File: src/rtl/ddps_pkg.sv
package ddps_pkg;

  localparam int unsigned DUTY_W   = 8;
  localparam int unsigned MAX_DUTY = 255;
  localparam int unsigned REQ_W    = 25;
  localparam int unsigned Q_BITS   = 10;
  localparam int unsigned THR_W    = 15;
  localparam int unsigned GAIN_W   = 10;
  localparam int unsigned SPEED_W  = 16;
  localparam int unsigned ADDR_W   = 5;
  localparam int unsigned DATA_W   = 32;

  localparam logic KIND_CMD  = 1'b0;
  localparam logic KIND_TICK = 1'b1;

  localparam logic [2:0] REG_TURN_THR  = 3'd0;
  localparam logic [2:0] REG_MOVE_THR  = 3'd1;
  localparam logic [2:0] REG_TURN_DUTY = 3'd2;
  localparam logic [2:0] REG_GAIN      = 3'd3;
  localparam logic [2:0] REG_OFFSET    = 3'd4;
  localparam logic [2:0] REG_MIN_DUTY  = 3'd5;
  localparam logic [2:0] REG_RAMP      = 3'd6;
  localparam logic [2:0] REG_TIMEOUT   = 3'd7;

  typedef struct packed {
    logic [THR_W-1:0]  turn_threshold;
    logic [THR_W-1:0]  move_threshold;
    logic [7:0]        turn_duty;
    logic [GAIN_W-1:0] linear_gain;
    logic [7:0]        duty_offset;
    logic [7:0]        min_duty;
    logic [7:0]        ramp_step;
    logic [7:0]        timeout_ticks;
  } cfg_t;

  typedef struct packed {
    logic                      kind;
    logic signed [SPEED_W-1:0] linear_speed;
    logic signed [SPEED_W-1:0] turn_rate;
  } in_item_t;

  typedef struct packed {
    logic [DUTY_W-1:0] left_duty;
    logic [DUTY_W-1:0] right_duty;
    logic              left_fwd_pin;
    logic              left_rev_pin;
    logic              right_fwd_pin;
    logic              right_rev_pin;
    logic              left_in_reverse;
    logic              right_in_reverse;
  } out_item_t;

  typedef struct packed {
    logic [DUTY_W-1:0] level;
    logic              fwd_pin;
    logic              rev_pin;
    logic              reversing;
  } wheel_t;

endpackage

File: src/rtl/diff_drive_pwm_slew_driver.sv
// A tick item is held in the input register; its result is then registered in the wheel state registers.
// Throughput: one item per cycle; a tick waits only while an earlier result is not yet taken.
// The wheel state registers double as the result register, so results hold until taken.
// Reset (rst_n low, synchronous): registers to defaults, requests and duty zero,
// pins braked high, idle tick counter saturated at its top value, both channels empty.
module diff_drive_pwm_slew_driver (
  input  logic                          clk,
  input  logic                          rst_n,
  input  logic                          in_valid,
  output logic                          in_ready,
  input  ddps_pkg::in_item_t            in_item,
  output logic                          out_valid,
  input  logic                          out_ready,
  output ddps_pkg::out_item_t           out_item,
  input  logic                          cfg_psel,
  input  logic                          cfg_penable,
  input  logic                          cfg_pwrite,
  input  logic [ddps_pkg::ADDR_W-1:0]   cfg_paddr,
  input  logic [ddps_pkg::DATA_W-1:0]   cfg_pwdata,
  output logic [ddps_pkg::DATA_W-1:0]   cfg_prdata,
  output logic                          cfg_pready
);

  localparam int unsigned RW = ddps_pkg::REQ_W;

  ddps_pkg::cfg_t      cfg;
  ddps_pkg::in_item_t  item_r;
  logic                item_valid_r, out_valid_r;
  logic                adv, is_tick, tick_adv, cmd_adv, timed_out;
  logic signed [RW-1:0] left_req_r, right_req_r, cmd_left, cmd_right;
  logic signed [RW-1:0] left_eff, right_eff;
  logic [7:0]          idle_r, idle_inc;
  ddps_pkg::wheel_t    left_w, right_w;

  ddps_cfg u_cfg (
    .clk         (clk),
    .rst_n       (rst_n),
    .cfg_psel    (cfg_psel),
    .cfg_penable (cfg_penable),
    .cfg_pwrite  (cfg_pwrite),
    .cfg_paddr   (cfg_paddr),
    .cfg_pwdata  (cfg_pwdata),
    .cfg_prdata  (cfg_prdata),
    .cfg_pready  (cfg_pready),
    .cfg         (cfg)
  );

  assign is_tick  = (item_r.kind == ddps_pkg::KIND_TICK);
  assign adv      = item_valid_r && (!is_tick || !out_valid_r || out_ready);
  assign tick_adv = adv && is_tick;
  assign cmd_adv  = adv && !is_tick;
  assign in_ready = rst_n && (!item_valid_r || adv);

  always_ff @(posedge clk) begin
    if (!rst_n) begin
      item_valid_r <= 1'b0;
    end else if (in_ready) begin
      item_valid_r <= in_valid;
    end
  end

  always_ff @(posedge clk) begin
    if (in_ready && in_valid) begin
      item_r <= in_item;
    end
  end

  ddps_cmd u_cmd (
    .cfg          (cfg),
    .linear_speed (item_r.linear_speed),
    .turn_rate    (item_r.turn_rate),
    .left_req     (cmd_left),
    .right_req    (cmd_right)
  );

  assign idle_inc  = (idle_r == 8'hFF) ? idle_r : idle_r + 8'd1;
  assign timed_out = idle_inc > cfg.timeout_ticks;
  assign left_eff  = timed_out ? '0 : left_req_r;
  assign right_eff = timed_out ? '0 : right_req_r;

  always_ff @(posedge clk) begin
    if (!rst_n) begin
      left_req_r  <= '0;
      right_req_r <= '0;
      idle_r      <= 8'hFF;
    end else if (cmd_adv) begin
      left_req_r  <= cmd_left;
      right_req_r <= cmd_right;
      idle_r      <= '0;
    end else if (tick_adv) begin
      left_req_r  <= left_eff;
      right_req_r <= right_eff;
      idle_r      <= idle_inc;
    end
  end

  ddps_wheel u_left (
    .clk       (clk),
    .rst_n     (rst_n),
    .step_en   (tick_adv),
    .req       (left_eff),
    .ramp_step (cfg.ramp_step),
    .wheel     (left_w)
  );

  ddps_wheel u_right (
    .clk       (clk),
    .rst_n     (rst_n),
    .step_en   (tick_adv),
    .req       (right_eff),
    .ramp_step (cfg.ramp_step),
    .wheel     (right_w)
  );

  always_ff @(posedge clk) begin
    if (!rst_n) begin
      out_valid_r <= 1'b0;
    end else if (tick_adv) begin
      out_valid_r <= 1'b1;
    end else if (out_ready) begin
      out_valid_r <= 1'b0;
    end
  end

  assign out_valid                 = out_valid_r;
  assign out_item.left_duty        = left_w.level;
  assign out_item.right_duty       = right_w.level;
  assign out_item.left_fwd_pin     = left_w.fwd_pin;
  assign out_item.left_rev_pin     = left_w.rev_pin;
  assign out_item.right_fwd_pin    = right_w.fwd_pin;
  assign out_item.right_rev_pin    = right_w.rev_pin;
  assign out_item.left_in_reverse  = left_w.reversing;
  assign out_item.right_in_reverse = right_w.reversing;

endmodule

File: src/rtl/ddps_cfg.sv
module ddps_cfg (
  input  logic                          clk,
  input  logic                          rst_n,
  input  logic                          cfg_psel,
  input  logic                          cfg_penable,
  input  logic                          cfg_pwrite,
  input  logic [ddps_pkg::ADDR_W-1:0]   cfg_paddr,
  input  logic [ddps_pkg::DATA_W-1:0]   cfg_pwdata,
  output logic [ddps_pkg::DATA_W-1:0]   cfg_prdata,
  output logic                          cfg_pready,
  output ddps_pkg::cfg_t                cfg
);

  ddps_pkg::cfg_t cfg_r;
  logic           wr_en;
  logic [2:0]     idx;

  assign wr_en      = cfg_psel && cfg_penable && cfg_pwrite;
  assign idx        = cfg_paddr[ddps_pkg::ADDR_W-1:2];
  assign cfg_pready = 1'b1;
  assign cfg        = cfg_r;

  always_ff @(posedge clk) begin
    if (!rst_n) begin
      cfg_r.turn_threshold <= ddps_pkg::THR_W'(102);
      cfg_r.move_threshold <= ddps_pkg::THR_W'(10);
      cfg_r.turn_duty      <= 8'd70;
      cfg_r.linear_gain    <= ddps_pkg::GAIN_W'(400);
      cfg_r.duty_offset    <= 8'd60;
      cfg_r.min_duty       <= 8'd55;
      cfg_r.ramp_step      <= 8'd2;
      cfg_r.timeout_ticks  <= 8'd50;
    end else if (wr_en) begin
      unique case (idx)
        ddps_pkg::REG_TURN_THR:  cfg_r.turn_threshold <= cfg_pwdata[ddps_pkg::THR_W-1:0];
        ddps_pkg::REG_MOVE_THR:  cfg_r.move_threshold <= cfg_pwdata[ddps_pkg::THR_W-1:0];
        ddps_pkg::REG_TURN_DUTY: cfg_r.turn_duty      <= cfg_pwdata[7:0];
        ddps_pkg::REG_GAIN:      cfg_r.linear_gain    <= cfg_pwdata[ddps_pkg::GAIN_W-1:0];
        ddps_pkg::REG_OFFSET:    cfg_r.duty_offset    <= cfg_pwdata[7:0];
        ddps_pkg::REG_MIN_DUTY:  cfg_r.min_duty       <= cfg_pwdata[7:0];
        ddps_pkg::REG_RAMP:      cfg_r.ramp_step      <= cfg_pwdata[7:0];
        ddps_pkg::REG_TIMEOUT:   cfg_r.timeout_ticks  <= cfg_pwdata[7:0];
        default: ;
      endcase
    end
  end

  always_comb begin
    unique case (idx)
      ddps_pkg::REG_TURN_THR:  cfg_prdata = ddps_pkg::DATA_W'(cfg_r.turn_threshold);
      ddps_pkg::REG_MOVE_THR:  cfg_prdata = ddps_pkg::DATA_W'(cfg_r.move_threshold);
      ddps_pkg::REG_TURN_DUTY: cfg_prdata = ddps_pkg::DATA_W'(cfg_r.turn_duty);
      ddps_pkg::REG_GAIN:      cfg_prdata = ddps_pkg::DATA_W'(cfg_r.linear_gain);
      ddps_pkg::REG_OFFSET:    cfg_prdata = ddps_pkg::DATA_W'(cfg_r.duty_offset);
      ddps_pkg::REG_MIN_DUTY:  cfg_prdata = ddps_pkg::DATA_W'(cfg_r.min_duty);
      ddps_pkg::REG_RAMP:      cfg_prdata = ddps_pkg::DATA_W'(cfg_r.ramp_step);
      ddps_pkg::REG_TIMEOUT:   cfg_prdata = ddps_pkg::DATA_W'(cfg_r.timeout_ticks);
      default:                 cfg_prdata = '0;
    endcase
  end

endmodule

File: src/rtl/ddps_cmd.sv
module ddps_cmd (
  input  ddps_pkg::cfg_t                          cfg,
  input  logic signed [ddps_pkg::SPEED_W-1:0]     linear_speed,
  input  logic signed [ddps_pkg::SPEED_W-1:0]     turn_rate,
  output logic signed [ddps_pkg::REQ_W-1:0]       left_req,
  output logic signed [ddps_pkg::REQ_W-1:0]       right_req
);

  localparam int unsigned W17  = ddps_pkg::SPEED_W + 1;
  localparam int unsigned PW   = ddps_pkg::SPEED_W + ddps_pkg::GAIN_W + 1;
  localparam int unsigned LW   = PW + 1;
  localparam int unsigned RW   = ddps_pkg::REQ_W;

  logic signed [W17-1:0] turn_x, speed_x, turn_thr, turn_thr_n;
  logic        [W17-1:0] aspeed;
  logic                  turn_pos, turn_neg, moving;
  logic signed [PW-1:0]  prod;
  logic signed [LW-1:0]  lin;
  logic signed [RW-1:0]  lin_sat, td_pos, td_neg, l_raw, r_raw;
  logic        [RW-1:0]  min_q;

  function automatic logic signed [RW-1:0] min_cut(input logic signed [RW-1:0] v,
                                                   input logic [RW-1:0] lim);
    logic [RW-1:0] mag;
    mag = v[RW-1] ? RW'(-v) : RW'(v);
    return (mag < lim) ? '0 : v;
  endfunction

  assign turn_x     = W17'(turn_rate);
  assign speed_x    = W17'(linear_speed);
  assign turn_thr   = W17'({2'b00, cfg.turn_threshold});
  assign turn_thr_n = -turn_thr;
  assign aspeed     = speed_x[W17-1] ? W17'(-speed_x) : W17'(speed_x);
  assign turn_pos   = turn_x > turn_thr;
  assign turn_neg   = turn_x < turn_thr_n;
  assign moving     = aspeed > W17'(cfg.move_threshold);

  assign prod = PW'(linear_speed) * PW'($signed({1'b0, cfg.linear_gain}));
  assign lin  = LW'(prod) + LW'($signed({1'b0, cfg.duty_offset, {ddps_pkg::Q_BITS{1'b0}}}));

  always_comb begin
    if (lin > LW'(2 ** (RW - 1) - 1)) begin
      lin_sat = {1'b0, {(RW-1){1'b1}}};
    end else if (lin < -LW'(2 ** (RW - 1))) begin
      lin_sat = {1'b1, {(RW-1){1'b0}}};
    end else begin
      lin_sat = lin[RW-1:0];
    end
  end

  assign td_pos = RW'($signed({1'b0, cfg.turn_duty, {ddps_pkg::Q_BITS{1'b0}}}));
  assign td_neg = -td_pos;
  assign min_q  = RW'({cfg.min_duty, {ddps_pkg::Q_BITS{1'b0}}});

  always_comb begin
    if (turn_pos) begin
      l_raw = td_neg;
      r_raw = td_pos;
    end else if (turn_neg) begin
      l_raw = td_pos;
      r_raw = td_neg;
    end else if (moving) begin
      l_raw = lin_sat;
      r_raw = lin_sat;
    end else begin
      l_raw = '0;
      r_raw = '0;
    end
  end

  assign left_req  = min_cut(l_raw, min_q);
  assign right_req = min_cut(r_raw, min_q);

endmodule

File: src/rtl/ddps_wheel.sv
module ddps_wheel (
  input  logic                                clk,
  input  logic                                rst_n,
  input  logic                                step_en,
  input  logic signed [ddps_pkg::REQ_W-1:0]   req,
  input  logic [7:0]                          ramp_step,
  output ddps_pkg::wheel_t                    wheel
);

  localparam int unsigned RW = ddps_pkg::REQ_W;
  localparam int unsigned DW = ddps_pkg::DUTY_W;
  localparam int unsigned SW = ((DW > 8) ? DW : 8) + 1;

  ddps_pkg::wheel_t wheel_r, wheel_nxt;
  logic [RW-1:0]    mag, lvl_q;
  logic [SW-1:0]    up_sum, lvl_x, step_x;
  logic             rise, fall;

  assign mag    = req[RW-1] ? RW'(-req) : RW'(req);
  assign lvl_q  = RW'({wheel_r.level, {ddps_pkg::Q_BITS{1'b0}}});
  assign rise   = mag > lvl_q;
  assign fall   = mag < lvl_q;
  assign lvl_x  = SW'(wheel_r.level);
  assign step_x = SW'(ramp_step);
  assign up_sum = lvl_x + step_x;

  always_comb begin
    wheel_nxt = wheel_r;
    if (!req[RW-1] && (req != '0)) begin
      wheel_nxt.fwd_pin   = 1'b0;
      wheel_nxt.rev_pin   = 1'b1;
      wheel_nxt.reversing = 1'b0;
    end else if (req[RW-1]) begin
      wheel_nxt.fwd_pin   = 1'b1;
      wheel_nxt.rev_pin   = 1'b0;
      wheel_nxt.reversing = 1'b1;
    end else if (wheel_r.level == '0) begin
      wheel_nxt.fwd_pin = 1'b1;
      wheel_nxt.rev_pin = 1'b1;
    end
    if (rise) begin
      wheel_nxt.level = (up_sum > SW'(ddps_pkg::MAX_DUTY)) ? DW'(ddps_pkg::MAX_DUTY)
                                                            : up_sum[DW-1:0];
    end else if (fall) begin
      wheel_nxt.level = (lvl_x < step_x) ? '0 : DW'(lvl_x - step_x);
    end
  end

  always_ff @(posedge clk) begin
    if (!rst_n) begin
      wheel_r.level     <= '0;
      wheel_r.fwd_pin   <= 1'b1;
      wheel_r.rev_pin   <= 1'b1;
      wheel_r.reversing <= 1'b0;
    end else if (step_en) begin
      wheel_r <= wheel_nxt;
    end
  end

  assign wheel = wheel_r;

endmodule

File: config.mk
export PLATFORM = sky130hd
export DESIGN_NAME = diff_drive_pwm_slew_driver
export DESIGN_NICKNAME = d
export VERILOG_FILES = /design/src/rtl/ddps_pkg.sv /design/src/rtl/diff_drive_pwm_slew_driver.sv /design/src/rtl/ddps_cfg.sv /design/src/rtl/ddps_cmd.sv /design/src/rtl/ddps_wheel.sv
export SDC_FILE = /design/constraint.sdc
export NUM_CORES = 1
export LEC_CHECK = 0
export BUFFER_PORTS_ARGS = -buffer_cell sky130_fd_sc_hd__buf_2
export CELL_PAD_IN_SITES_DETAIL_PLACEMENT = 2
export CELL_PAD_IN_SITES_GLOBAL_PLACEMENT = 2
export CORE_MARGIN = 10
export CORE_UTILIZATION = 30
export CTS_CLUSTER_DIAMETER = 60
export DETAILED_ROUTE_END_ITERATION = 7
export GPL_TIMING_DRIVEN = 0
export PLACE_DENSITY_LB_ADDON = 0.1
export REMOVE_ABC_BUFFERS = 1
export SLEW_MARGIN = 20
export SYNTH_ARGS = -nofsm -noshare
export SYNTH_HDL_FRONTEND = slang
export SYNTH_SLANG_ARGS = --single-unit
File: constraint.sdc
create_clock -name clk -period 13.1 [get_ports clk]
set_input_delay 2.62 -clock clk [delete_from_list [all_inputs] [get_ports clk]]
set_output_delay 2.62 -clock clk [all_outputs]
set_load 0.02 [all_outputs]
==> run metrics <==
status=completed; CTS Sinks=195; Worst path most repeated cell=fa_1; Comb pwr share=55.1%; Syn Area/Cell=about 8.0 um2; Final Hold Viols=0; largest net degree at the start of global routing=71; CORE AREA=68900 um2; CTS root buf=clkbuf_16; cts repair resizes=0; critical path data required time=13460 ps; vias in the first global route=21200; vias=18900; DRC=0; cell at the slowest stage of the critical path=and4_1; critical path arrival=approximately 12000 ps; Avg WL per Cell=approximately 23 um; Most used DFF post-synth=dfxtp_1; max cap viols=0; register area share after synthesis=20.2%; Rows=96; PortBufs=96; slew of the pin with the lowest slew margin=1120 ps; Final Skew=approximately 19 ps; Tmin final=about 11000 ps; Filler Cell Count=around 8000; Crit path largest cell delay=870 ps; Sw Share=approximately half; post-route ant nets=0; clock power share=20.5%; max frequency=approximately 0.088 GHz; GRT Util Overall=20.3%; Final GP Congestion=0.845; layout cells sized above 1=roughly 7.4%; Slew Limit Fails=0; placed cells=3522; final instance area=approximately 23000 um2; endpoints failing setup=0; worst hold-check path type=reg -> reg; CTS tree=built; Slew headroom=25.1%; HPWL Detailed=66.7 mm; routed wire length=82.5 mm; Critical Path End Type=register; static leakage=around 9.7 nW; P_int=0.00148 W; Clock transition at path regs=80 ps; synth warn=0; Netlist cell types=90; Area growth syn-to-layout=9.03%; Initial Utilization=30.4%; Post-Synthesis Cell Area=21000 um2; # hold bufs at CTS=0; Post-Layout Cell Count=about 3600; ys async rst share=0%; area of the die=80900 um2; critical path peak fanout=26; First DRT Iteration DRCs=between 800 and 900; post-CTS setup buffers=0; H-tree levels=4; sequential power share=24.4%; Total Nets Final=between 3000 and 4000; Yosys reg bits=around 200; critical path class=reg -> reg; CTS Buf Count=17; Ports=roughly 130; RSZ-0062 raised after global routing=false; EDFF count, synth=33; Pre-antenna DRT Iters=5; setup tns final=0 ps; VDD IR-drop max=0.0814 mV; Final period util=86.6%; Syn Inst Count=~2600; antenna violations before repair=3; crit start category=register; clock latency on the worst-skew pair=between 500 and 600 ps; P_sw=around 0.0014 W; chip width=284 um; P per Cell Area=126 nW/um2; via/cell ratio=5.30; Placed Area=22200 um2; Clock Path Buffers=2; grt ovf=0; DIE HEIGHT=around 280 um; first-pass GRT wire length=128 mm
==> Yosys cell counts (46+ instances only) <==
cell	number	area [um2]
a21oi_1	173	866
and2_1	77	482
clkbuf_1	105	394
dfxtp_1	162	3240
fa_1	160	3200
ha_1	191	2390
inv_1	311	1170
nand2_1	371	1390
nand3_1	46	230
nor2_1	165	619
o21ai_0	100	500
xnor2_1	68	596
==> layout make-up <==
| cell class | instances | area [um2] | share of cell area (%) |
|---|---|---|---|
| antenna | 2 | 5.00 | 0.0219 |
| clock buffer | 20 | 478 | 2.09 |
| clock inverter | 12 | 154 | 0.673 |
| inverter | 313 | 1180 | 5.16 |
| multi-input combinational | 1981 | 15100 | 65.9 |
| sequential | 195 | 4230 | 18.5 |
| tap | 931 | 1160 | 5.09 |
| timing repair buffer | 102 | 592 | 2.59 |
==> per-layer routing <==
metal | track usage, % | wire length [um]
met4 | 6.07 | 2120
met2 | 37.5 | 42700
met1 | 24.0 | 35800
met5 | 0 | 0
met3 | 2.63 | 1910
==> state kept, by name, indices dropped and copies added (netlist names) <==
name / flops
item_r: 32
is_tick: 1
right_req_r: 25
item_valid_r: 1
u_cfg.cfg: 80
u_left.wheel: 11
left_req_r: 25
idle_r: 8
out_valid: 1
u_right.wheel: 11
==> worst max-delay path: cells and delay by family, from the launching register on <==
family	cells	cell delay, ps
adders and majority gates	7	3650
AOI/OAI and AO/OA	10	3160
and+or+nand+nor	9	3020
DFF	1	810
buffers and inverters	4	340
xor gates and xnor gates	1	170
==> worst paths after layout <==
kind	slack, ps	endpoint	cells past startpoint	startpoint
max reg2reg	1750	right_req_r[5]$_SDFFE_PN0P_	31	item_r[31]$_DFFE_PP_
max	1750	right_req_r[5]$_SDFFE_PN0P_	31	item_r[31]$_DFFE_PP_
min reg2reg	460	u_right.wheel[0]$_SDFFE_PN0P_	2	u_right.wheel[0]$_SDFFE_PN0P_
min	460	u_right.wheel[0]$_SDFFE_PN0P_	2	u_right.wheel[0]$_SDFFE_PN0P_
==> kinds of logic (layout without fill, tap and decap cells) <==
logic type,after synthesis,in the layout,share of synthesized area [%]
XOR/XNOR,102,102,4.29
buffers and inverters,457,447,8.64
flip-flops,195,195,20.2
AO/OA/AOI/OAI,600,600,18.4
multiplexers,46,46,2.33
other,2,20,0.0358
AND/OR/NAND/NOR,864,864,19.5
adder cells (fa/ha/maj),351,351,26.6
==> power by group through the flow <==
| stage | clock (W) | sequential, W | combinational, W |
|---|---|---|---|
| after CTS | 0.000609 | 0.000706 | 0.00160 |
| after detailed placement | 0 | 0.000720 | 0.00159 |
| final | 0.000591 | 0.000704 | 0.00159 |
| after floorplan | 0 | 0.000701 | 0.00107 |
| after global placement | 0 | 0.000718 | 0.00153 |
| after global routing | 0.000630 | 0.000711 | 0.00178 |
==> placed cells by master, fill, tap and decap left out, types with 33 or more instances in the layout <==
cell type    n
fa_1       160
o211ai_1    35
o21ai_1     33
inv_1      311
dfxtp_1    162
buf_2       95
xnor2_1     68
and2_1      76
nand3_1     45
ha_1       191
mux2i_1     41
edfxtp_1    33
a21oi_1    172
nor2_1     160
o31ai_1     41
nand2_1    371
o21ai_0    100
xor2_1      33
==> per-stage QoR <==
step	worst slack [ps]	hold WS, ps	utilization (%)	total power (W)
after floorplan	4210	436	-	0.00177
after global placement	1720	443	32.0	0.00224
after detailed placement	1480	454	32.2	0.00231
after CTS	1450	466	33.2	0.00292
after global routing	823	488	33.2	0.00312
final	1750	462	33.2	0.00288
Power figures use the tool's default switching activity.
